### src/i2da_pkg.sv
`default_nettype none
package i2da_pkg;

  // Field widths
  localparam int VALUE_W = 64;
  localparam int CHAR_W  = 8;
  localparam int LEN_W   = 5;
  localparam int CAP_W   = 8;
  localparam int STEP_W  = $clog2(VALUE_W);

  // Defaults and character codes
  localparam int               DEF_MAX_DIGITS = 20;
  localparam logic [CAP_W-1:0]  CAP_RESET      = 8'd32;
  localparam logic [CHAR_W-1:0] CHAR_ZERO      = 8'h30;
  localparam logic [CHAR_W-1:0] CHAR_MINUS     = 8'h2D;
  localparam logic [CHAR_W-1:0] CHAR_NUL       = 8'h00;

  typedef struct packed {
    logic [VALUE_W-1:0] value_bits;
    logic               is_signed;
    logic               count_only;
  } in_item_t;

  typedef struct packed {
    logic [CHAR_W-1:0] out_char;
    logic              char_valid;
    logic [LEN_W-1:0]  text_length;
    logic              last;
  } out_item_t;

  typedef enum logic [2:0] {
    ST_IDLE,
    ST_CONV,
    ST_SCAN,
    ST_SIZE,
    ST_EMIT
  } state_t;

endpackage
`default_nettype wire

### src/int64_to_decimal_ascii_top.sv
`default_nettype none
// Channel   Direction  Handshake              Payload
// in_       input      in_valid / in_ready    i2da_pkg::in_item_t
// out_      output     out_valid / out_ready  i2da_pkg::out_item_t
// cfg_      input      cfg_we                 buffer capacity, 8 bits
//
// One item passes through an accept state, 64 shift-add-3 steps of the shared
// BCD adjuster, a leading-zero scan of up to MAX_DIGITS digits, a sizing state,
// then the emission of the result items (1 to 21). Fewer digits mean a longer
// scan but fewer result items.
// in_ready is high only while the sequencer is idle.
// Reset (synchronous, active low) sets capacity to 32 and empties the output.
// A stalled out_ready holds the output register and pauses emission.
module int64_to_decimal_ascii_top #(
  parameter int MAX_DIGITS = i2da_pkg::DEF_MAX_DIGITS
) (
  input  wire                            clk,
  input  wire                            rst_n,
  input  wire                            in_valid,
  output logic                           in_ready,
  input  i2da_pkg::in_item_t             in_data,
  output logic                           out_valid,
  input  wire                            out_ready,
  output i2da_pkg::out_item_t            out_data,
  input  wire                            cfg_we,
  input  wire  [i2da_pkg::CAP_W-1:0]     cfg_wdata
);

  localparam int BW = 4 * MAX_DIGITS;
  localparam int IW = (MAX_DIGITS > 1) ? $clog2(MAX_DIGITS) : 1;
  localparam int VW = i2da_pkg::VALUE_W;
  localparam int LW = i2da_pkg::LEN_W;
  localparam int CW = i2da_pkg::CAP_W;
  localparam int SW = i2da_pkg::STEP_W;

  i2da_pkg::state_t     state_r, state_nxt;
  logic [VW-1:0]        mag_r, mag_nxt;
  logic [BW-1:0]        bcd_r, bcd_nxt;
  logic                 ovf_r, ovf_nxt;
  logic                 neg_r, neg_nxt;
  logic                 cnt_r, cnt_nxt;
  logic [SW-1:0]        step_r, step_nxt;
  logic [IW-1:0]        dptr_r, dptr_nxt;
  logic [LW-1:0]        pos_r, pos_nxt;
  logic [LW-1:0]        keep_r, keep_nxt;
  logic [LW-1:0]        len_r, len_nxt;
  logic [CW-1:0]        cap_r;
  logic                 out_valid_r, out_valid_nxt;
  i2da_pkg::out_item_t  out_item_r, out_item_nxt;

  logic [BW-1:0]        bcd_adj;
  logic [3:0]           dig [MAX_DIGITS];
  logic                 in_neg;
  logic [CW-1:0]        cap_m1;
  i2da_pkg::out_item_t  item;
  logic                 load;

  // Shared adjuster: add 3 to every digit of 5 or more
  always_comb begin
    for (int i = 0; i < MAX_DIGITS; i++) begin
      bcd_adj[4*i +: 4] = (bcd_r[4*i +: 4] >= 4'd5) ? bcd_r[4*i +: 4] + 4'd3
                                                     : bcd_r[4*i +: 4];
    end
  end

  // Digit view of the BCD register
  for (genvar g = 0; g < MAX_DIGITS; g++) begin : g_dig
    assign dig[g] = bcd_r[4*g +: 4];
  end

  assign in_neg  = in_data.is_signed & in_data.value_bits[VW-1];
  assign cap_m1  = cap_r - CW'(1);
  assign load    = (state_r == i2da_pkg::ST_EMIT) && (!out_valid_r || out_ready);

  // Result item at the current emit position
  always_comb begin
    item = '0;
    if (cnt_r) begin
      item.text_length = len_r;
      item.last        = 1'b1;
    end else if (cap_r == '0) begin
      item.last = 1'b1;
    end else if (pos_r == keep_r) begin
      item.out_char    = i2da_pkg::CHAR_NUL;
      item.char_valid  = 1'b1;
      item.text_length = keep_r;
      item.last        = 1'b1;
    end else begin
      item.char_valid = 1'b1;
      if (neg_r && pos_r == '0) begin
        item.out_char = i2da_pkg::CHAR_MINUS;
      end else begin
        item.out_char = i2da_pkg::CHAR_ZERO | {4'd0, dig[dptr_r]};
      end
    end
  end

  // Sequencer: next state and datapath
  always_comb begin
    state_nxt     = state_r;
    mag_nxt       = mag_r;
    bcd_nxt       = bcd_r;
    ovf_nxt       = ovf_r;
    neg_nxt       = neg_r;
    cnt_nxt       = cnt_r;
    step_nxt      = step_r;
    dptr_nxt      = dptr_r;
    pos_nxt       = pos_r;
    keep_nxt      = keep_r;
    len_nxt       = len_r;
    out_valid_nxt = out_valid_r;
    out_item_nxt  = out_item_r;
    in_ready      = 1'b0;

    if (out_valid_r && out_ready) begin
      out_valid_nxt = 1'b0;
    end

    case (state_r)
      i2da_pkg::ST_IDLE: begin
        in_ready = 1'b1;
        if (in_valid) begin
          neg_nxt   = in_neg;
          cnt_nxt   = in_data.count_only;
          mag_nxt   = in_neg ? (~in_data.value_bits) + VW'(1) : in_data.value_bits;
          bcd_nxt   = '0;
          ovf_nxt   = 1'b0;
          step_nxt  = '0;
          state_nxt = i2da_pkg::ST_CONV;
        end
      end
      i2da_pkg::ST_CONV: begin
        // one double-dabble step; carry out of the top digit marks truncation
        bcd_nxt  = {bcd_adj[BW-2:0], mag_r[VW-1]};
        ovf_nxt  = ovf_r | bcd_adj[BW-1];
        mag_nxt  = {mag_r[VW-2:0], 1'b0};
        step_nxt = step_r + SW'(1);
        dptr_nxt = IW'(MAX_DIGITS - 1);
        if (step_r == SW'(VW - 1)) begin
          state_nxt = i2da_pkg::ST_SCAN;
        end
      end
      i2da_pkg::ST_SCAN: begin
        // find the most significant nonzero digit, one per cycle
        if (ovf_r || dig[dptr_r] != 4'd0 || dptr_r == '0) begin
          state_nxt = i2da_pkg::ST_SIZE;
        end else begin
          dptr_nxt = dptr_r - IW'(1);
        end
      end
      i2da_pkg::ST_SIZE: begin
        len_nxt  = LW'(dptr_r) + LW'(1) + LW'(neg_r);
        pos_nxt  = '0;
        if (cap_r == '0) begin
          keep_nxt = '0;
        end else if (CW'(LW'(dptr_r) + LW'(1) + LW'(neg_r)) < cap_m1) begin
          keep_nxt = LW'(dptr_r) + LW'(1) + LW'(neg_r);
        end else begin
          keep_nxt = cap_m1[LW-1:0];
        end
        state_nxt = i2da_pkg::ST_EMIT;
      end
      i2da_pkg::ST_EMIT: begin
        if (load) begin
          out_item_nxt  = item;
          out_valid_nxt = 1'b1;
          pos_nxt       = pos_r + LW'(1);
          if (!(neg_r && pos_r == '0)) begin
            dptr_nxt = dptr_r - IW'(1);
          end
          if (item.last) begin
            state_nxt = i2da_pkg::ST_IDLE;
          end
        end
      end
      default: begin
        state_nxt = i2da_pkg::ST_IDLE;
      end
    endcase
  end

  // Control registers
  always_ff @(posedge clk) begin
    if (!rst_n) begin
      state_r     <= i2da_pkg::ST_IDLE;
      out_valid_r <= 1'b0;
      cap_r       <= i2da_pkg::CAP_RESET;
    end else begin
      state_r     <= state_nxt;
      out_valid_r <= out_valid_nxt;
      if (cfg_we) begin
        cap_r <= cfg_wdata;
      end
    end
  end

  // Datapath registers
  always_ff @(posedge clk) begin
    mag_r      <= mag_nxt;
    bcd_r      <= bcd_nxt;
    ovf_r      <= ovf_nxt;
    neg_r      <= neg_nxt;
    cnt_r      <= cnt_nxt;
    step_r     <= step_nxt;
    dptr_r     <= dptr_nxt;
    pos_r      <= pos_nxt;
    keep_r     <= keep_nxt;
    len_r      <= len_nxt;
    out_item_r <= out_item_nxt;
  end

  assign out_valid = out_valid_r;
  assign out_data  = out_item_r;

endmodule
`default_nettype wire

### config.mk
export PLATFORM = sky130hd
export DESIGN_NAME = int64_to_decimal_ascii_top
export DESIGN_NICKNAME = d
export VERILOG_FILES = /design/src/i2da_pkg.sv /design/src/int64_to_decimal_ascii_top.sv
export SDC_FILE = /design/constraint.sdc
export NUM_CORES = 1
export LEC_CHECK = 0
export ABC_AREA = 0
export BUFFER_PORTS_ARGS = -buffer_cell sky130_fd_sc_hd__buf_2
export CAP_MARGIN = 30
export CORE_MARGIN = 3
export CORE_UTILIZATION = 50
export DETAILED_ROUTE_END_ITERATION = 16
export PLACE_DENSITY = 0.68
export SLEW_MARGIN = 20
export SYNTH_ARGS = -nofsm -noshare
export SYNTH_HDL_FRONTEND = slang
export SYNTH_SLANG_ARGS = --single-unit
### constraint.sdc
create_clock -name clk -period 10.8 [get_ports clk]
set_input_delay 0.54 -clock clk [delete_from_list [all_inputs] [get_ports clk]]
set_output_delay 0.54 -clock clk [all_outputs]
set_load 0.02 [all_outputs]
* Word-level counts from Yosys, hierarchy flattened
Cells that the tools add are included.
** Cells by class
- Muxes and demuxes :: 54
- Equal/unequal tests :: 13
- Add/sub/neg operators :: 29
- Reduce and logical (&&, ||, !) cells :: 24
- Order comparisons :: 22
- Bitwise logic cells :: 4
** Operator list (number)
- 80-bit case mux with 2 select lines :: 1
- 64-bit two-way mux :: 2
- 64-bit case mux with 2 select lines :: 1
- 4-bit two-way mux :: 22
- 4-bit by 2-bit adder with 4-bit output (second input constant) :: 20
- 4-bit by 3-bit greater-or-equal comparator with 1-bit output (second input constant) :: 20
- 80-bit two-way mux :: 1
- 64-bit by 1-bit adder with 64-bit output (second input constant) :: 1
- 64-bit NOT :: 1
- 5-bit two-way mux :: 7
- 4-bit binary-select mux with 5-bit select :: 1
- 6-bit two-way mux :: 3
- 3-bit two-way mux :: 5
- 3-bit case mux with 5 select lines :: 1
- 5-bit case mux with 3 select lines :: 1
- 2-bit inequality test (second input constant) :: 7
- 6-bit case mux with 2 select lines :: 1
- 5-bit by 1-bit adder with 5-bit output (second input constant) :: 2
- 5-bit logical NOT :: 2
- 5-bit case mux with 2 select lines :: 1
- 8-bit logical NOT :: 1
- 7-bit by 8-bit < comparator with 1-bit output :: 1
- 2-bit AND reduction :: 4
- 8-bit by 1-bit subtractor with 8-bit output (second input constant) :: 1
- 28 further kinds :: 39
** Word-level totals
- Register bits :: 200
- Word-level logic and storage cells :: 164
- Output and inout bits :: 17

* Logic depth before layout (Yosys ltp)
- Depth in word-level cells :: 9
- Depth in mapped cells :: 14
- Depth with buffers taken out :: 11

* Least setup slack after synthesis
Ideal clock, no wire load.
- Path type :: register -> register
- Start :: reg state_r[0]
- End :: reg bcd_r[0], enable pin
- Period minus slack after synthesis :: 3925 ps
- Cell stages (with the launch flop) :: 7
- Buffers on the path :: 3
- Setup slack :: 6875 ps
- Required time :: 10353 ps
- Arrival :: 3478 ps
- Library setup time :: 447 ps
- Cell sequence :: dfxtp_1 -> clkbuf_1 -> nor2b_1 -> nor2b_1 -> clkbuf_1 -> clkbuf_1 -> or2_2
** On the way
- Longest elaborated chain between the ends :: 3
- Elaborated cells on any way between the ends :: 5
- Those cells by class :: eq/ne: 2; reduce/logical: 3
** RTL lines
- start, declared :: line int64_to_decimal_ascii_top.sv:36 : i2da_pkg::state_t state_r, state_nxt;
- start signal, assigned :: line int64_to_decimal_ascii_top.sv:185 : state_r <= i2da_pkg::ST_IDLE;
- start signal, assigned :: line int64_to_decimal_ascii_top.sv:189 : state_r <= state_nxt;
- 3-bit by 1-bit equality test with 1-bit output / 3-bit logical NOT (equally long branches) :: line int64_to_decimal_ascii_top.sv:119 : case (state_r)
- 2-bit nonzero test (no line) / 2-bit inequality test (equally long branches)
- 2-bit AND reduction (no line) *
- end signal, assigned :: line int64_to_decimal_ascii_top.sv:200 : bcd_r <= bcd_nxt;
- end, declared :: line int64_to_decimal_ascii_top.sv:38 : logic [BW-1:0] bcd_r, bcd_nxt;
Every way passes the cells marked *; elsewhere a longest branch is shown, timed or not.
A chain may end at the register's enable or synchronous reset.

* Worst setup path in the final report
- Start :: reg state_r[0]
- End :: reg bcd_r[33], enable pin
The elaborated chain is that of the path after synthesis.

==> summary.md <==
| Metric | Value |
|---|---|
| Status | finished, final reports clean |
| Max incr delay on CP | 640 ps |
| Post-synth cell types | 62 |
| Non-Filler Instances | 1615 |
| DP Wirelength | 17.4 mm |
| Sequential area share after synthesis | 0.484 |
| Layout cell share with drive strength beyond 1 | 0.127 |
| Initial DRC count | 604 |
| Mux contribution to synthesized area | 0.0429 |
| Final setup margin | 7130 ps |
| Clock sink count | 198 |
| Syn Inst Count | 1214 |
| Relative slew margins | 0.402 |
| Post-cts resize count | 0 |
| Setup_tns | 0 ps |
| Synth Register Bits | 198 |
| Post-synthesis simple-gate area fraction | 0.172 |
| ANT cells | 0 |
| Crit path buf inv count | 4 |
| RePlAce Congestion | 0.801 |
| Compound-gate portion of the synthesized area | 0.121 |
| Crit path to | bcd_r[33] |
| Initial antenna violation count | 0 |
| Worst skew pair latency | 440 ps |
| Largest net degree at the start of global routing | 96 |
| Cell family with most CP delay | buffers and inverters |
| Tmin final | 3670 ps |
| Cell area after layout | 13400 sq um |
| H-tree depth | 4 |
| Fraction of registers with async set/reset | 0 |
| Max Cap Violations | 0 |
| WL final | 25.0 mm |
| Gr usage total | 0.195 |
| Die area | 26000 sq um |
| FF-to-FF Start | state_r[0] |
| Post-CTS setup buffers | 0 |
| RSZ-0062 raised after global routing | no |
| R2R Setup Slk | 7130 ps |
| Area leader, netlist | edfxtp_1 |
| Levels on crit path | 7 |
| CP Capture Type | flop |
| VDD IR-drop max | 119 uV |
| Clk_skew | 13.6 ps |
| Slew Viols, Final | 0 |
| Yosys top cell area share | 0.464 |
| Routed len/inst | 15.5 microns |
| Min Hold Slack | 287 ps |
| Placement Rows | 56 |
| DR DRC count | 0 |
| Synth area leaders | edfxtp_1 (46%), ha_1 (5.6%), xnor2_1 (4.7%), nor2_1 (4.6%), a21oi_1 (4.3%) |
| First-pass DRT Iterations | 5 |
| Nets | 1416 |
| WHS Path Cells | 1 |
| HP Class | input port to flop |
| Die X | 161 microns |
| Worst-Margin Slew | 894 ps |
| Synthesized area per cell | 9.92 sq um |
| Die Ht | 161 microns |
| Final hold viol count | 0 |
| Pre-CTS setup slack | 6850 ps |
| Via count | 8837 |
| Ys flop type | edfxtp_1 |
| Final setup fails | 0 |
| Post-synthesis cell area | 12000 sq um |
| Area growth, synth to finish | 11.6% |
| Final period utilization | 0.340 |
| Vias in the first global route | 8339 |
| I/O pins | 96 |
| Crit path kind | flop to flop |
| EDFF count, synth | 186 |
| Post-Synth Adder-Cell Area | 0.0561 |
| R2R depth | 7 |
| Worst Path Max Fanout | 93 |
| Crit path DAT | 3780 ps |
| Static Leak | 5.02 nW |
| IO Port Bufs | 93 |
| Yosys warnings | 0 |
| Xor/xnor share of the synthesized area | 0.0843 |
| Post-Place Cells | 1580 |
| Worst setup startpoint | state_r[0] |
| Pwr Density | 243 nW/um^2 |
| Placed cell areas | 12800 sq um |
| Global-route wire length before repair | 41.5 mm |
| Hold Buf Count CTS | 0 |
| Reg clk slew, reported paths | 70 ps |
| Worst EP required | 10910 ps |
| Max Freq | 0.272 GHz |
| RR Endpoint | bcd_r[33] |
| Drt via density | 5.47 |
| Total gr overflow | 0 |
| CP Launch Type | flop |
| Worst path slowest cell | buf_4 |
| Largest family of logic cells by synthesized area | simple AND/OR/NAND/NOR gates |
| Core Area | 23500 sq um |
| Fillers | 2070 |
| Number of CTS-inserted buffers | 17 |
| Initial Util | 0.512 |
| CTS tree | yes |
| CTS Buffer Depth | 2 |
| Antenna-violating nets left | 0 |
| Crit path cell chain | nor2b_1 > nor2b_4 > buf_4 > or2_4 > buf_16 > buf_4 > buf_16 |
| Root buffer cell | clkbuf_16 |
## cell type report
cell class,instances,area [sq um],area share
Clock buffer,18,429,0.0319
Clock inverter,14,141,0.0105
Inverter,64,240,0.0179
Multi-Input combinational cell,897,5770,0.429
Sequential cell,198,5830,0.433
Tap cell,319,399,0.0297
Timing Repair Buffer,105,636,0.0473
## worst min path at each step
stage / from / end / slack (ps)
after floorplan: cap_r[5] / cap_r[5] / 490
after global placement: mag_r[7] / mag_r[8] / 500
after detailed placement: mag_r[10] / mag_r[11] / 510
after CTS: in_data[0] / cnt_r / 270
after global routing: in_data[0] / cnt_r / 270
final: in_data[0] / cnt_r / 290
## cells in the mapped netlist (all sizes together), types with 2 or more instances
cell type and instances:
a21o 2, nand4 10, a41oi 3, o311ai 2, a211oi 5, o21a 4
buf 13, o2111a 2, nor2 148, nand3b 2, o21ai 79, a21oi 104
dfxtp 12, and2 8, o211ai 5, nor3 53, mux2 7, nand2 114
or3 10, ha 54, o31ai 4, a22oi 2, nand3 14, nand2b 28
xnor2 65, edfxtp 186, and3 6, inv 64, clkbuf 43, mux4 11
or4 11, o22ai 2, a31oi 16, nor4 6, a22o 5, xor2 51
nor3b 6, o41ai 6, nor4b 3, mux2i 19, nor2b 16
## routing by layer
metal	part of all wire	GRT usage	routed length, microns	vias to the layer above
li1	-	-	-	4458
met3	0.048	0.0382	1210	21
met1	0.47	0.276	11800	4174
met2	0.47	0.313	11600	184
met5	0	0	0	-
met4	0.011	0.0450	265	0
## metrics by stage
step	total power, mW	util
6_report	3.27	0.571
5_1_grt	3.53	0.571
3_3_place_gp	2.58	0.542
4_1_cts	3.27	0.567
3_5_place_dp	2.64	0.543
2_1_floorplan	2.33	-
## registers in the layout (all words and copies together), names as in the netlist, 3 cells and up
signal / cells
bcd_r: 80
cap_r: 8
dptr_r: 5
keep_r: 5
len_r: 5
mag_r: 64
out_data: 13
pos_r: 5
state_r: 3
step_r: 6
## cells by family after synthesis
kind of cell | Yosys count
DFF | 198
buffers and inverters | 120
xor gates and xnor gates | 116
adders and majority gates | 54
muxes | 37
AOI/OAI and AO/OA | 248
other | 1
and+or+nand+nor | 440
## cells in the final DEF, fill, tap and decap left out, types with 4 or more instances in the layout
master	synthesis	final
nand4_1	10	10
nor2_1	148	148
xor2_1	51	51
a31oi_1	16	16
nand3_1	14	14
o21a_1	4	4
buf_2	5	93
mux2_2	7	7
nand2_1	114	114
nor2b_1	16	15
o31ai_1	4	4
nor3b_1	6	6
nand2b_1	28	27
nor4_1	6	6
and2_1	8	8
a211oi_1	5	5
clkinv_4	0	5
xnor2_1	65	65
ha_1	54	54
a21oi_1	104	104
clkbuf_16	0	17
o21ai_0	77	77
buf_4	2	8
buf_16	0	4
mux4_2	11	11
o211ai_1	5	5
or3_1	10	10
nor3_1	52	52
dfxtp_1	12	12
edfxtp_1	186	186
and3_1	6	6
mux2i_1	19	19
or4_1	8	8
inv_1	64	64
a22o_1	5	5
## report_power, final
group / internal [mW] / total, mW / switching [mW] / leakage [nW]
clock network: 0.325 / 0.625 / 0.300 / 0.278
logic: 0.481 / 1.17 / 0.694 / 2.81
registers: 1.24 / 1.47 / 0.224 / 1.93
total: 2.05 / 3.27 / 1.22 / 5.02
Note: power is estimated with default switching activity, not from simulation.
